**src/gbr_pkg.sv**
```systemverilog
// gbr_pkg: shared constants, register codes and reset values for the
// renormalized gaussian blur. No dependencies.
`default_nettype none
package gbr_pkg;

  localparam int MAX_WIDTH_DEF  = 1024;
  localparam int MAX_RADIUS_DEF = 4;
  localparam int NUM_TAPS       = 5;
  localparam int QUEUE_DEPTH    = 2;

  localparam int PIX_W        = 8;
  localparam int RGB_W        = 3 * PIX_W;
  localparam int TAP_W        = 16;
  localparam int ROW_W        = 13;
  localparam int WIDTH_REG_W  = 11;
  localparam int HEIGHT_REG_W = 13;
  localparam int RADIUS_REG_W = 3;
  localparam int CFG_INDEX_W  = 3;
  localparam int CFG_DATA_W   = 16;
  localparam int TAP_IDX_W    = $clog2(NUM_TAPS);

  localparam logic [WIDTH_REG_W-1:0]  WIDTH_RST  = WIDTH_REG_W'(640);
  localparam logic [HEIGHT_REG_W-1:0] HEIGHT_RST = HEIGHT_REG_W'(480);
  localparam logic [RADIUS_REG_W-1:0] RADIUS_RST = RADIUS_REG_W'(1);
  localparam logic [TAP_W-1:0]        TAP0_RST   = TAP_W'(65535);

  typedef enum logic [CFG_INDEX_W-1:0] {
    REG_IMAGE_WIDTH  = 3'd0,
    REG_IMAGE_HEIGHT = 3'd1,
    REG_BLUR_RADIUS  = 3'd2,
    REG_TAP_WEIGHT_0 = 3'd3,
    REG_TAP_WEIGHT_1 = 3'd4,
    REG_TAP_WEIGHT_2 = 3'd5,
    REG_TAP_WEIGHT_3 = 3'd6,
    REG_TAP_WEIGHT_4 = 3'd7
  } cfg_index_t;

endpackage
`default_nettype wire

```
**src/gbr_ifs.sv**
```systemverilog
// gbr_ifs: valid/ready channel interfaces for pixels in, blurred pixels out
// and register writes. Depends on gbr_pkg.
`default_nettype none
interface gbr_pix_if;
  logic                     valid;
  logic                     ready;
  logic                     action;
  logic [gbr_pkg::PIX_W-1:0] pixel_red;
  logic [gbr_pkg::PIX_W-1:0] pixel_green;
  logic [gbr_pkg::PIX_W-1:0] pixel_blue;
  modport source (output valid, action, pixel_red, pixel_green, pixel_blue, input ready);
  modport sink (input valid, action, pixel_red, pixel_green, pixel_blue, output ready);
endinterface

`default_nettype wire

```
**src/gbr_front.sv**
```systemverilog
// gbr_front: takes pixels, tracks input and output positions, writes the line
// store and queues one job per ready output. Depends on gbr_pkg, gbr_ifs.
`default_nettype none
module gbr_front #(
  parameter int MAX_WIDTH  = gbr_pkg::MAX_WIDTH_DEF,
  parameter int MAX_RADIUS = gbr_pkg::MAX_RADIUS_DEF,
  parameter int SLOT_BITS  = 4,
  localparam int COL_BITS  = $clog2(MAX_WIDTH),
  localparam int CW        = $clog2(MAX_WIDTH + 1),
  localparam int RB        = $clog2(MAX_RADIUS + 1),
  localparam int ADDR_W    = SLOT_BITS + COL_BITS,
  localparam int JOB_W     = gbr_pkg::ROW_W + COL_BITS + SLOT_BITS + 1
) (
  input  wire logic                      clk,
  input  wire logic                      rst,
  gbr_pix_if.sink                        pixel_in,
  input  wire logic [CW-1:0]             eff_w,
  input  wire logic [gbr_pkg::ROW_W-1:0] eff_h,
  input  wire logic [RB-1:0]             eff_r,
  input  wire logic                      q_full,
  output      logic                      push,
  output      logic [JOB_W-1:0]          push_data,
  output      logic                      wr_en,
  output      logic [ADDR_W-1:0]         wr_addr,
  output      logic [gbr_pkg::RGB_W-1:0] wr_data
);
  import gbr_pkg::*;

  typedef struct packed {
    logic [ROW_W-1:0]     row;
    logic [COL_BITS-1:0]  col;
    logic [SLOT_BITS-1:0] base;
    logic                 frame_end;
  } job_t;

  logic [COL_BITS-1:0]  in_col, in_col_next;
  logic [ROW_W-1:0]     in_row, in_row_next;
  logic [COL_BITS-1:0]  out_col, out_col_next;
  logic [ROW_W-1:0]     out_row, out_row_next;
  logic [SLOT_BITS-1:0] base, base_next;

  logic                 accept, bad, rdy, fe;
  logic [COL_BITS-1:0]  c_ic, c_oc;
  logic [ROW_W-1:0]     c_ir, c_or;
  logic [ROW_W:0]       rr;
  logic [CW:0]          rc;
  logic [ROW_W-1:0]     h_m1;
  logic [CW-1:0]        w_m1;
  logic [SLOT_BITS-1:0] slot;
  job_t                 job;

  assign pixel_in.ready = !q_full;
  assign accept = pixel_in.valid && !q_full;
  assign h_m1 = eff_h - 1'b1;
  assign w_m1 = eff_w - 1'b1;

  always_comb begin
    bad = (CW'(in_col) >= eff_w) || (in_row > eff_h) ||
          (in_row == eff_h && in_col != '0) ||
          (CW'(out_col) >= eff_w) || (out_row >= eff_h);
    c_ic = bad ? '0 : in_col;
    c_ir = bad ? '0 : in_row;
    c_oc = bad ? '0 : out_col;
    c_or = bad ? '0 : out_row;

    slot    = base + SLOT_BITS'(c_ir);
    wr_addr = {slot, c_ic};
    wr_data = {pixel_in.pixel_red, pixel_in.pixel_green, pixel_in.pixel_blue};
    wr_en   = 1'b0;

    in_col_next = c_ic;
    in_row_next = c_ir;
    if (accept && !pixel_in.action && c_ir < eff_h) begin
      wr_en = 1'b1;
      if (CW'(c_ic) == w_m1) begin
        in_col_next = '0;
        in_row_next = c_ir + 1'b1;
      end else begin
        in_col_next = c_ic + 1'b1;
      end
    end

    rr = (ROW_W + 1)'(c_or) + (ROW_W + 1)'(eff_r);
    if (rr > (ROW_W + 1)'(h_m1)) begin
      rr = (ROW_W + 1)'(h_m1);
    end
    rc = (CW + 1)'(c_oc) + (CW + 1)'(eff_r);
    if (rc > (CW + 1)'(w_m1)) begin
      rc = (CW + 1)'(w_m1);
    end
    rdy = ((ROW_W + 1)'(in_row_next) > rr) ||
          ((ROW_W + 1)'(in_row_next) == rr && (CW + 1)'(in_col_next) > rc);
    push = accept && rdy;
    fe   = (c_or == h_m1) && (CW'(c_oc) == w_m1);

    job.row       = c_or;
    job.col       = c_oc;
    job.base      = base;
    job.frame_end = fe;
    push_data     = job;

    out_col_next = c_oc;
    out_row_next = c_or;
    base_next    = base;
    if (push) begin
      if (fe) begin
        in_col_next  = '0;
        in_row_next  = '0;
        out_col_next = '0;
        out_row_next = '0;
        base_next    = base + SLOT_BITS'(eff_h);
      end else if (CW'(c_oc) == w_m1) begin
        out_col_next = '0;
        out_row_next = c_or + 1'b1;
      end else begin
        out_col_next = c_oc + 1'b1;
      end
    end
  end

  always_ff @(posedge clk) begin
    if (rst) begin
      in_col  <= '0;
      in_row  <= '0;
      out_col <= '0;
      out_row <= '0;
      base    <= '0;
    end else if (accept) begin
      in_col  <= in_col_next;
      in_row  <= in_row_next;
      out_col <= out_col_next;
      out_row <= out_row_next;
      base    <= base_next;
    end
  end
endmodule
`default_nettype wire

```
**src/flat_wrapper.sv**
```systemverilog
// flat-port wrapper written by rule: the top's interface ports become plain ports
module gbr_front_flat import gbr_pkg::*;
#(
  parameter int MAX_WIDTH  = gbr_pkg::MAX_WIDTH_DEF,
  parameter int MAX_RADIUS = gbr_pkg::MAX_RADIUS_DEF,
  parameter int SLOT_BITS  = 4,
  localparam int COL_BITS  = $clog2(MAX_WIDTH),
  localparam int CW        = $clog2(MAX_WIDTH + 1),
  localparam int RB        = $clog2(MAX_RADIUS + 1),
  localparam int ADDR_W    = SLOT_BITS + COL_BITS,
  localparam int JOB_W     = gbr_pkg::ROW_W + COL_BITS + SLOT_BITS + 1
)
  (clk, rst, eff_w, eff_h, eff_r, q_full, push, push_data, wr_en, wr_addr, wr_data, pixel_in_valid, pixel_in_action, pixel_in_pixel_red, pixel_in_pixel_green, pixel_in_pixel_blue, pixel_in_ready);
  gbr_pix_if pixel_in_i ();
  input  wire logic clk;
  input  wire logic rst;
  input  wire logic [CW-1:0] eff_w;
  input  wire logic [gbr_pkg::ROW_W-1:0] eff_h;
  input  wire logic [RB-1:0] eff_r;
  input  wire logic q_full;
  output      logic push;
  output      logic [JOB_W-1:0] push_data;
  output      logic wr_en;
  output      logic [ADDR_W-1:0] wr_addr;
  output      logic [gbr_pkg::RGB_W-1:0] wr_data;
  input wire logic [$bits(pixel_in_i.valid)-1:0] pixel_in_valid;
  input wire logic [$bits(pixel_in_i.action)-1:0] pixel_in_action;
  input wire logic [$bits(pixel_in_i.pixel_red)-1:0] pixel_in_pixel_red;
  input wire logic [$bits(pixel_in_i.pixel_green)-1:0] pixel_in_pixel_green;
  input wire logic [$bits(pixel_in_i.pixel_blue)-1:0] pixel_in_pixel_blue;
  output wire logic [$bits(pixel_in_i.ready)-1:0] pixel_in_ready;
  assign pixel_in_i.valid = pixel_in_valid;
  assign pixel_in_i.action = pixel_in_action;
  assign pixel_in_i.pixel_red = pixel_in_pixel_red;
  assign pixel_in_i.pixel_green = pixel_in_pixel_green;
  assign pixel_in_i.pixel_blue = pixel_in_pixel_blue;
  assign pixel_in_ready = pixel_in_i.ready;
  gbr_front #(.MAX_WIDTH(MAX_WIDTH), .MAX_RADIUS(MAX_RADIUS), .SLOT_BITS(SLOT_BITS)) u_core (.clk(clk), .rst(rst), .pixel_in(pixel_in_i), .eff_w(eff_w), .eff_h(eff_h), .eff_r(eff_r), .q_full(q_full), .push(push), .push_data(push_data), .wr_en(wr_en), .wr_addr(wr_addr), .wr_data(wr_data));
endmodule
```
**config.mk**
```make
export PLATFORM = sky130hd
export DESIGN_NAME = gbr_front_flat
export DESIGN_NICKNAME = d
export VERILOG_FILES = /design/src/gbr_pkg.sv /design/src/gbr_ifs.sv /design/src/gbr_front.sv /design/src/flat_wrapper.sv
export SDC_FILE = /design/constraint.sdc
export NUM_CORES = 1
export LEC_CHECK = 0
export ABC_AREA = 0
export ABC_CLOCK_PERIOD_IN_PS = 9070
export BUFFER_PORTS_ARGS = -buffer_cell sky130_fd_sc_hd__buf_2
export CAP_MARGIN = 20
export CORE_ASPECT_RATIO = 1.5
export CORE_UTILIZATION = 42
export CTS_BUF_LIST = sky130_fd_sc_hd__clkbuf_4 sky130_fd_sc_hd__clkbuf_8
export CTS_CLUSTER_DIAMETER = 120
export CTS_CLUSTER_SIZE = 40
export DETAILED_ROUTE_END_ITERATION = 6
export GPL_ROUTABILITY_DRIVEN = 0
export HOLD_SLACK_MARGIN = 0.02
export SLEW_MARGIN = 40
export SYNTH_ARGS = -nofsm -noshare
export SYNTH_HDL_FRONTEND = slang
export SYNTH_SLANG_ARGS = --single-unit
```
**constraint.sdc**
```tcl
create_clock -name clk -period 9.07 [get_ports clk]
set_input_delay 0.4535 -clock clk [delete_from_list [all_inputs] [get_ports clk]]
set_output_delay 0.4535 -clock clk [all_outputs]
set_load 0.02 [all_outputs]
```
==> impl_metrics.env, run 1 <==
export IMPL_run_status="completed"
export IMPL_diodes=0
export IMPL_cts_buffers_inserted=5
export IMPL_floorplan_initialDensity_pct=42.9
export IMPL_cp_slowest_stage_delay_ns=0.49
export IMPL_finClkSkew_ns=0.0174
export IMPL_asyncSetResetFlopFracSynth_pct=0
export IMPL_share_clk_of_total_power_pct=28.1
export IMPL_number_of_vias_in_the_routed_layout=8780
export IMPL_grtUsageTotal_pct=31.1
export IMPL_cts_hold_buf=0
export IMPL_nNetsFinal=1337
export IMPL_coreArea_mm2=0.0191
export IMPL_pnr_total_power_mw=0.552
export IMPL_die_width_um=116
export IMPL_period_share_pct=96.0
export IMPL_cts_root_to_sink_buffers=2
export IMPL_critical_path_peak_fanout=26
export IMPL_timing_critical_path_arrival_ns=8.95
export IMPL_finalHoldViolCount=0
export IMPL_wire_per_inst_um=22.0
export IMPL_postLayoutCoreUtil_pct=47.6
export IMPL_post_drt_via_cell_ratio=6.22
export IMPL_max_cap_violations=0
export IMPL_timing_setup_critical_path_class="in2reg"
export IMPL_first_iter_violations=633
export IMPL_clock_root_buffer="clkbuf_8"
export IMPL_multi_input_logic_area_mm2=0.00653
export IMPL_globalRoute_totalOverflow=0
export IMPL_placement_rows=62
export IMPL_clkTransAtPathRegs_ns=0.11
export IMPL_timing_setup_tns_ns=0
export IMPL_synthToLayoutAreaGrowth_pct=11.2
export IMPL_syn_instance_count=1086
export IMPL_dieHeight_um=173
export IMPL_synth_edf_count=0
export IMPL_grt_first_pass_wirelength_um=47000
export IMPL_synth_seq_cells=50
export IMPL_synthesis_area_per_instance_um2=7.53
export IMPL_switching_power_mw=0.205
export IMPL_max_slew_margin_rel_pct=45.2
export IMPL_worst_hold_path_type="reg2reg"
export IMPL_netSwitchingFraction_pct=37.0
export IMPL_tightest_slew_ns=0.820
export IMPL_data_required_time_of_the_critical_path_ns=9.32
export IMPL_most_prevalent_standard_cell_on_the_critical_path="a21o_1"
export IMPL_post_route_min_period_ns=8.71
export IMPL_finalSetupViolCount=0
export IMPL_area_of_the_die_mm2=0.0200
export IMPL_drc=0
export IMPL_first_pass_iters=5
export IMPL_synth_sequential_area_ratio_pct=12.2
export IMPL_synth_warnings=0
export IMPL_clock_latency_on_the_worst_skew_pair_ns=0.33
export IMPL_share_seq_of_total_power_pct=40.7
export IMPL_timing_final_max_slew_violations=0
export IMPL_worst_ir_drop_vdd_mv=0.0587
export IMPL_syn_num_nets=1268
export IMPL_internal_power_mw=0.348
export IMPL_layout_cell_share_with_drive_strength_beyond_1_pct=15.9
export IMPL_power_leakage_nw=4.31
export IMPL_boundaryPins=125
export IMPL_place_detailed_hpwl_um=25200
export IMPL_timing_critical_path_slowest_stage_cell="nor4b_4"
export IMPL_htree_num_levels=2
export IMPL_tritoncts_num_sinks=50
export IMPL_synthFlopType="dfxtp_1"
export IMPL_wirelength_um=31100
export IMPL_mappedNetlistArea_mm2=0.00818
export IMPL_cp_start_kind="input pin"
export IMPL_port_buffers=76
export IMPL_fillers=2037
export IMPL_maxClockFrequency_ghz=0.115
export IMPL_end_kind="flop"
export IMPL_power_per_cell_area_mw_per_mm2=60.7
export IMPL_grt_pass1_vias=8444
export IMPL_tritoncts="built"
export IMPL_share_of_total_power_in_combinational_logic_pct=31.2
export IMPL_area_sequential_mm2=0.00100
export IMPL_drtAntennaViolNets=0
export IMPL_grt_max_degree=34
export IMPL_antenna_found_initial=0
export IMPL_synth_lib_cells_used_distinct=86
==> metrics by stage <==
step	hold slack, ns	setup WS, ns	cell area (µm²)	cells
after floorplan	0.460	0.368	8180	1086
after global placement	0.515	-0.0531	8930	1398
after detailed placement	0.520	-0.130	8930	1398
after CTS	0.535	0.0755	9030	1406
after global routing	0.541	-0.0882	9090	1412
final	0.534	0.364	9090	1412
==> worst paths after layout <==
kind / from / to / slack (ns) / depth (start not counted)
worst max-delay path: eff_h[10] / u_core.out_row[6]$_SDFFE_PP0P_ / 0.36 / 38
worst min-delay path: u_core.base[2]$_SDFFE_PP0P_ / u_core.base[2]$_SDFFE_PP0P_ / 0.53 / 2
worst max register to register: u_core.in_row[10]$_SDFFE_PP0P_ / u_core.out_row[6]$_SDFFE_PP0P_ / 0.37 / 36
worst min register to register: u_core.base[2]$_SDFFE_PP0P_ / u_core.base[2]$_SDFFE_PP0P_ / 0.53 / 2
==> synthesized netlist by cell type, types with 9 or more instances <==
| master | instances | area share [%] |
|---|---|---|
| nand2_1 | 95 | 4.4 |
| nor2_1 | 76 | 3.5 |
| nand3_1 | 39 | 2.4 |
| a21oi_1 | 56 | 3.4 |
| o21ai_0 | 49 | 3.0 |
| a22o_1 | 12 | 1.3 |
| nand4_1 | 35 | 2.7 |
| nor3_1 | 25 | 1.5 |
| clkbuf_1 | 41 | 1.9 |
| o211ai_1 | 9 | 0.83 |
| xor2_1 | 15 | 1.6 |
| nor4_2 | 9 | 1.4 |
| a211oi_1 | 10 | 0.92 |
| and2_1 | 37 | 2.8 |
| xnor2_1 | 52 | 5.6 |
| ha_1 | 123 | 19 |
| dfxtp_1 | 50 | 12 |
| inv_1 | 71 | 3.3 |
| buf_4 | 27 | 2.5 |
| a31oi_1 | 13 | 0.99 |
| nor4_1 | 15 | 1.1 |
| and3_1 | 13 | 0.99 |
| or3_1 | 12 | 0.92 |
| a21o_1 | 27 | 2.5 |
==> layer usage <==
metal / up-vias / wire length, µm / GRT usage, %
met5: - / 0 / 0
met4: 0 / 2880 / 25.5
met3: 145 / 1740 / 2.70
met2: 443 / 15200 / 53.7
met1: 4066 / 11200 / 33.8
li1: 4126 / - / -
==> registers in the layout, summed over array words and instances (netlist names) <==
| register | count |
|---|---|
| u_core.in_col | 10 |
| u_core.base | 4 |
| u_core.out_col | 10 |
| u_core.out_row | 13 |
| u_core.in_row | 13 |
==> critical path, delay by kind of cell <==
kind            cells  cell delay, ns
compound gates     15            3.31
simple gates       11            2.52
fa+ha+maj           5            1.30
buf+inv             6            1.02
xor+xnor            1            0.37
==> final cells by class <==
class                   count  area share [%]
multi-input cells         887            71.8
clock buffers               7           0.991
flip-flops and latches     50            11.0
repair buffers            140            9.61
inverters                  71            2.93
well taps                 256            3.52
clock inverters             1          0.0963
==> logic make-up (layout without fill, tap and decap cells) <==
| group | Yosys count | in the layout | synth area share [%] |
|---|---|---|---|
| AOI/OAI and AO/OA | 269 | 269 | 22.7 |
| buffers and inverters | 149 | 219 | 8.37 |
| and+or+nand+nor | 416 | 416 | 27.9 |
| xor gates and xnor gates | 74 | 74 | 9.03 |
| adders and majority gates | 127 | 127 | 19.7 |
| DFF | 50 | 50 | 12.2 |
| muxes | 1 | 1 | 0.122 |
==> cell usage in the layout (no fill, tap or decap), drive strengths merged, types with 9 or more instances in the layout <==
cell / instances
buf: 140
ha: 123
nand2: 96
nor2: 76
inv: 72
a21oi: 56
o21ai: 54
xnor2: 53
dfxtp: 50
nand3: 39
and2: 37
nand4: 35
nor3: 29
a21o: 27
nor4: 26
xor2: 15
and3: 13
a31oi: 13
or3: 13
a22o: 12
a211oi: 11
o211ai: 9
==> power by group through the flow <==
stage	Sequential, mW	Clock (mW)	Combinational [mW]
CTS	0.224	0.156	0.169
global placement	0.229	0	0.168
floorplan	0.226	0	0.122
global route	0.225	0.163	0.187
finish	0.225	0.155	0.172
detailed placement	0.229	0	0.168
==> what timing repair did <==
| item | CTS | global route |
|---|---|---|
| buffers inserted | 0 | 6 |
| gates resized for setup | 0 | 8 |
| setup endpoints to repair | 0 | 27 |
(Power assumes the default switching activity.)
==> run 2: changes to the inputs <==
- PLACE_DENSITY: unset -> 0.75
==> impl_metrics.env, run 2 (synthesis gave the netlist of run 1 again) <==
export IMPL_run_status="finished with violations"
export IMPL_failed_checks="design-rule violations"
export IMPL_clock_root_buffer="clkbuf_8"
export IMPL_grtUsageTotal_pct=30.1
export IMPL_antenna_found_initial=1
export IMPL_wirelength_um=30000
export IMPL_worst_ir_drop_vdd_mv=0.0630
export IMPL_power_leakage_nw=4.32
export IMPL_finClkSkew_ns=0.0133
export IMPL_synthToLayoutAreaGrowth_pct=11.3
export IMPL_nNetsFinal=1337
export IMPL_area_of_the_die_mm2=0.0200
export IMPL_post_route_min_period_ns=8.59
export IMPL_globalRoute_totalOverflow=0
export IMPL_maxClockFrequency_ghz=0.116
export IMPL_worst_hold_path_type="reg2reg"
export IMPL_final_instance_count_without_filler_cells=1413
export IMPL_top_regs="u_core.in_row: 13 flops, u_core.out_row: 13 flops"
export IMPL_max_cap_violations=0
export IMPL_tightest_slew_ns=0.771
export IMPL_placement_rows=62
export IMPL_finalSetupViolCount=0
export IMPL_clock_latency_on_the_worst_skew_pair_ns=0.32
export IMPL_ff2ff_path_depth=33
export IMPL_tritoncts="built"
export IMPL_timing_critical_path_slowest_stage_cell="or4_1"
export IMPL_timing_setup_tns_ns=0
export IMPL_first_iter_violations=896
export IMPL_place_detailed_hpwl_um=23700
export IMPL_cts_buffers_inserted=5
export IMPL_max_slew_margin_rel_pct=48.6
export IMPL_finalHoldViolCount=0
export IMPL_layout_cell_share_with_drive_strength_beyond_1_pct=15.7
export IMPL_most_common_layout_cells="ha_1 (123), nand2_1 (95), nor2_1 (76), buf_2 (76), inv_1 (71)"
export IMPL_floorplan_initialDensity_pct=42.9
export IMPL_drc=2
export IMPL_data_required_time_of_the_critical_path_ns=9.33
export IMPL_clkTransAtPathRegs_ns=0.09
export IMPL_post_drt_via_cell_ratio=6.38
export IMPL_tritoncts_num_sinks=50
export IMPL_number_of_vias_in_the_routed_layout=9014
export IMPL_end_kind="flop"
export IMPL_port_buffers=76
export IMPL_coreArea_mm2=0.0191
export IMPL_timing_setup_critical_path_class="in2reg"
export IMPL_timing_final_max_slew_violations=0
export IMPL_die_width_um=116
export IMPL_period_share_pct=94.8
export IMPL_cts_root_to_sink_buffers=2
export IMPL_multi_input_logic_area_mm2=0.00655
export IMPL_timing_critical_path_arrival_ns=8.85
export IMPL_worst_hold_path_num_cells=2
export IMPL_htree_num_levels=2
export IMPL_boundaryPins=125
export IMPL_most_prevalent_standard_cell_on_the_critical_path="ha_1"
export IMPL_cp_start_kind="input pin"
export IMPL_grt_pass1_vias=8663
export IMPL_drtAntennaViolNets=0
export IMPL_grt_first_pass_wirelength_um=46500
export IMPL_rsz0062_at_grt="false"
export IMPL_area_sequential_mm2=0.00100
export IMPL_wire_per_inst_um=21.2
export IMPL_first_pass_iters=7
export IMPL_placed_cells=1399
export IMPL_power_per_cell_area_mw_per_mm2=59.9
export IMPL_critical_path_peak_fanout=51
export IMPL_leading_cell_type_in_the_layout_fill_and_taps_excluded="ha_1"
export IMPL_cp_slowest_stage_delay_ns=0.53
export IMPL_fillers=1956
export IMPL_grt_max_degree=52
export IMPL_dieHeight_um=173
==> run 2: stage by stage <==
step	hold WS, ns	util, %	setup WS (ns)	cell area [µm²]	power (mW)
after floorplan	0.460	-	0.368	8180	0.348
after global placement	0.505	46.7	0.155	8920	0.391
after detailed placement	0.508	46.8	0.0123	8920	0.394
after CTS	0.523	47.3	0.322	9020	0.540
after global routing	0.561	47.7	0.0497	9100	0.572
final	0.524	47.7	0.476	9110	0.546
==> run 2: cell type report <==
| type | count | area share [%] |
|---|---|---|
| inverter | 71 | 2.93 |
| timing repair buffer | 140 | 9.54 |
| sequential | 50 | 11.0 |
| clock inverter | 1 | 0.0550 |
| multi-input combinational | 887 | 72.0 |
| tap | 256 | 3.52 |
| antenna | 1 | 0.0275 |
| clock buffer | 7 | 0.989 |
==> run 2: worst max-delay path, delay by kind of cell <==
family	cells	cell delay, ns
AO/OA/AOI/OAI	10	2.40
buffers and inverters	5	1.03
AND/OR/NAND/NOR	15	3.43
adder cells (fa/ha/maj)	4	1.22
XOR/XNOR	1	0.30
==> run 2: repair_timing <==
action	CTS	global route
hold buffers	0	0
resized for setup	0	9
endpoints found under the setup margin	0	51
buffers inserted	0	5
==> run 2: path summary, 6_finish.rpt <==
check | from | endpoint | slack (ns)
max | eff_h[10] | u_core.out_row[8]$_SDFFE_PP0P_ | 0.48
min reg2reg | u_core.base[3]$_SDFFE_PP0P_ | u_core.base[3]$_SDFFE_PP0P_ | 0.52
min | u_core.base[3]$_SDFFE_PP0P_ | u_core.base[3]$_SDFFE_PP0P_ | 0.52
max reg2reg | u_core.in_row[11]$_SDFFE_PP0P_ | u_core.out_row[8]$_SDFFE_PP0P_ | 0.48
==> run 2: power breakdown <==
group	internal (mW)	switching, mW
Sequential	0.221	0.00166
Combinational	0.0613	0.116
Clock	0.0649	0.0811
Total	0.347	0.199
==> run 2: per-layer routing <==
metal,vias to the layer above,wire length [µm],GRT usage (%)
met5,-,0,0
met4,0,3040,26.4
met3,196,2330,4.42
met2,566,14000,48.8
met1,4132,10600,33.8
li1,4120,-,-
==> run 3: changes to the inputs <==
- MAX_ROUTING_LAYER: unset -> met4
==> impl_metrics.env, run 3 (synthesis gave the netlist of run 1 again) <==
export IMPL_layout_cell_share_with_drive_strength_beyond_1_pct=15.7
export IMPL_tritoncts_num_sinks=50
export IMPL_tritoncts="built"
export IMPL_grt_pass1_vias=8651
export IMPL_most_common_layout_cells="ha_1 (123), nand2_1 (95), nor2_1 (76), buf_2 (76), inv_1 (71)"
export IMPL_clock_latency_on_the_worst_skew_pair_ns=0.32
export IMPL_die_width_um=116
export IMPL_run_status="completed"
export IMPL_fillers=1953
export IMPL_pre_cts_setup_slack_ns=0.0123
export IMPL_power_per_cell_area_mw_per_mm2=60.1
export IMPL_post_drt_via_cell_ratio=6.38
export IMPL_number_of_vias_in_the_routed_layout=9008
export IMPL_startpoint="u_core.in_row[11]$_SDFFE_PP0P_"
export IMPL_cp_slowest_stage_delay_ns=0.53
export IMPL_tightest_slew_ns=0.758
export IMPL_clkTransAtPathRegs_ns=0.10
export IMPL_share_seq_of_total_power_pct=40.7
export IMPL_first_iter_violations=828
export IMPL_most_prevalent_standard_cell_on_the_critical_path="ha_1"
export IMPL_grt_max_degree=52
export IMPL_max_slew_margin_rel_pct=49.3
export IMPL_worst_slack_ns=0.462
export IMPL_htree_num_levels=2
export IMPL_synthToLayoutAreaGrowth_pct=11.3
export IMPL_wire_per_inst_um=21.3
export IMPL_worst_r2r_startpoint="u_core.in_row[11]$_SDFFE_PP0P_"
export IMPL_cts_root_to_sink_buffers=2
export IMPL_internal_power_mw=0.347
export IMPL_post_route_min_period_ns=8.61
export IMPL_final_hold_worst_slack_ns=0.523
export IMPL_cts_hold_buf=0
export IMPL_postLayoutCoreUtil_pct=47.7
export IMPL_timing_setup_critical_path_class="reg2reg"
export IMPL_pnr_total_power_mw=0.547
export IMPL_leading_cell_type_in_the_layout_fill_and_taps_excluded="ha_1"
export IMPL_final_instance_count_without_filler_cells=1413
export IMPL_power_leakage_nw=4.32
export IMPL_drtAntennaViolNets=0
export IMPL_data_required_time_of_the_critical_path_ns=9.33
export IMPL_grt_first_pass_wirelength_um=46400
export IMPL_cp_start_kind="flop"
export IMPL_worstHoldStart="u_core.base[3]$_SDFFE_PP0P_"
export IMPL_end_kind="flop"
export IMPL_globalRoute_totalOverflow=0
export IMPL_floorplan_initialDensity_pct=42.9
export IMPL_finalSetupViolCount=0
export IMPL_placed_area_mm2=0.00892
export IMPL_place_detailed_hpwl_um=23700
export IMPL_multi_input_logic_area_mm2=0.00655
export IMPL_antenna_found_initial=1
export IMPL_worst_ir_drop_vdd_mv=0.0622
export IMPL_timing_critical_path_arrival_ns=8.87
export IMPL_top_regs="u_core.in_row: 13 flops, u_core.out_row: 13 flops"
export IMPL_switching_power_mw=0.200
export IMPL_timing_final_max_slew_violations=0
export IMPL_maxClockFrequency_ghz=0.116
export IMPL_timing_critical_path_slowest_stage_cell="or4_1"
export IMPL_cts_buffers_inserted=5
export IMPL_drc=0
export IMPL_finalHoldViolCount=0
export IMPL_worst_hold_path_type="reg2reg"
export IMPL_port_buffers=76
export IMPL_area_sequential_mm2=0.00100
export IMPL_wirelength_um=30100
export IMPL_period_share_pct=94.9
export IMPL_grtUsageTotal_pct=31.0
export IMPL_share_clk_of_total_power_pct=26.9
export IMPL_max_cap_violations=0
export IMPL_timing_setup_tns_ns=0
export IMPL_final_instance_area_mm2=0.00911
export IMPL_critical_path_peak_fanout=51
export IMPL_share_of_total_power_in_combinational_logic_pct=32.4
export IMPL_area_of_the_die_mm2=0.0200
export IMPL_boundaryPins=125
export IMPL_reg2reg_slack_ns=0.46
export IMPL_nNetsFinal=1337
export IMPL_first_pass_iters=6
export IMPL_clock_root_buffer="clkbuf_8"
export IMPL_placed_cells=1399
export IMPL_placement_rows=62
export IMPL_coreArea_mm2=0.0191
export IMPL_finClkSkew_ns=0.0110
export IMPL_netSwitchingFraction_pct=36.6
export IMPL_dieHeight_um=173
## run 3: area by class of cell
type	count	area share, %
antenna	1	0.0275
clock buffer	7	0.989
clock inverter	1	0.0550
inverter	71	2.93
multi-input combinational	887	72.0
sequential	50	11.0
tap	256	3.52
timing repair buffer	140	9.54
## run 3: power groups by stage
stage,combinational [mW],sequential (mW),clock (mW)
2_1_floorplan,0.122,0.226,0
3_3_place_gp,0.164,0.227,0
3_5_place_dp,0.167,0.227,0
4_1_cts,0.168,0.222,0.149
5_1_grt,0.191,0.222,0.158
6_report,0.177,0.222,0.147
## run 3: critical path, delay by kind of cell (launching register included)
family,cells,cell delay [ns]
buffers and inverters,3,0.78
adder cells (fa/ha/maj),4,1.22
AO/OA/AOI/OAI,10,2.38
AND/OR/NAND/NOR,15,3.46
XOR/XNOR,1,0.30
flip-flops,1,0.38
## run 3: what timing repair did
item | CTS | global route
endpoints found under the setup margin | 0 | 51
resized for setup | 0 | 9
hold endpoints to repair | 0 | 0
buffers inserted | 0 | 5
## run 3: worst paths after layout
check | endpoint | cells past startpoint
setup / recovery | u_core.out_row[8]$_SDFFE_PP0P_ | 33
setup reg to reg | u_core.out_row[8]$_SDFFE_PP0P_ | 33
hold reg to reg | u_core.base[3]$_SDFFE_PP0P_ | 2
hold / removal | u_core.base[3]$_SDFFE_PP0P_ | 2
## run 3: layer usage
metal / vias up / GRT usage (%) / part of all wire, %
met5: - / - / 0
met4: 0 / 25.5 / 9.7
met3: 204 / 4.49 / 8.2
met2: 560 / 49.0 / 47
met1: 4126 / 33.9 / 36
li1: 4118 / - / -
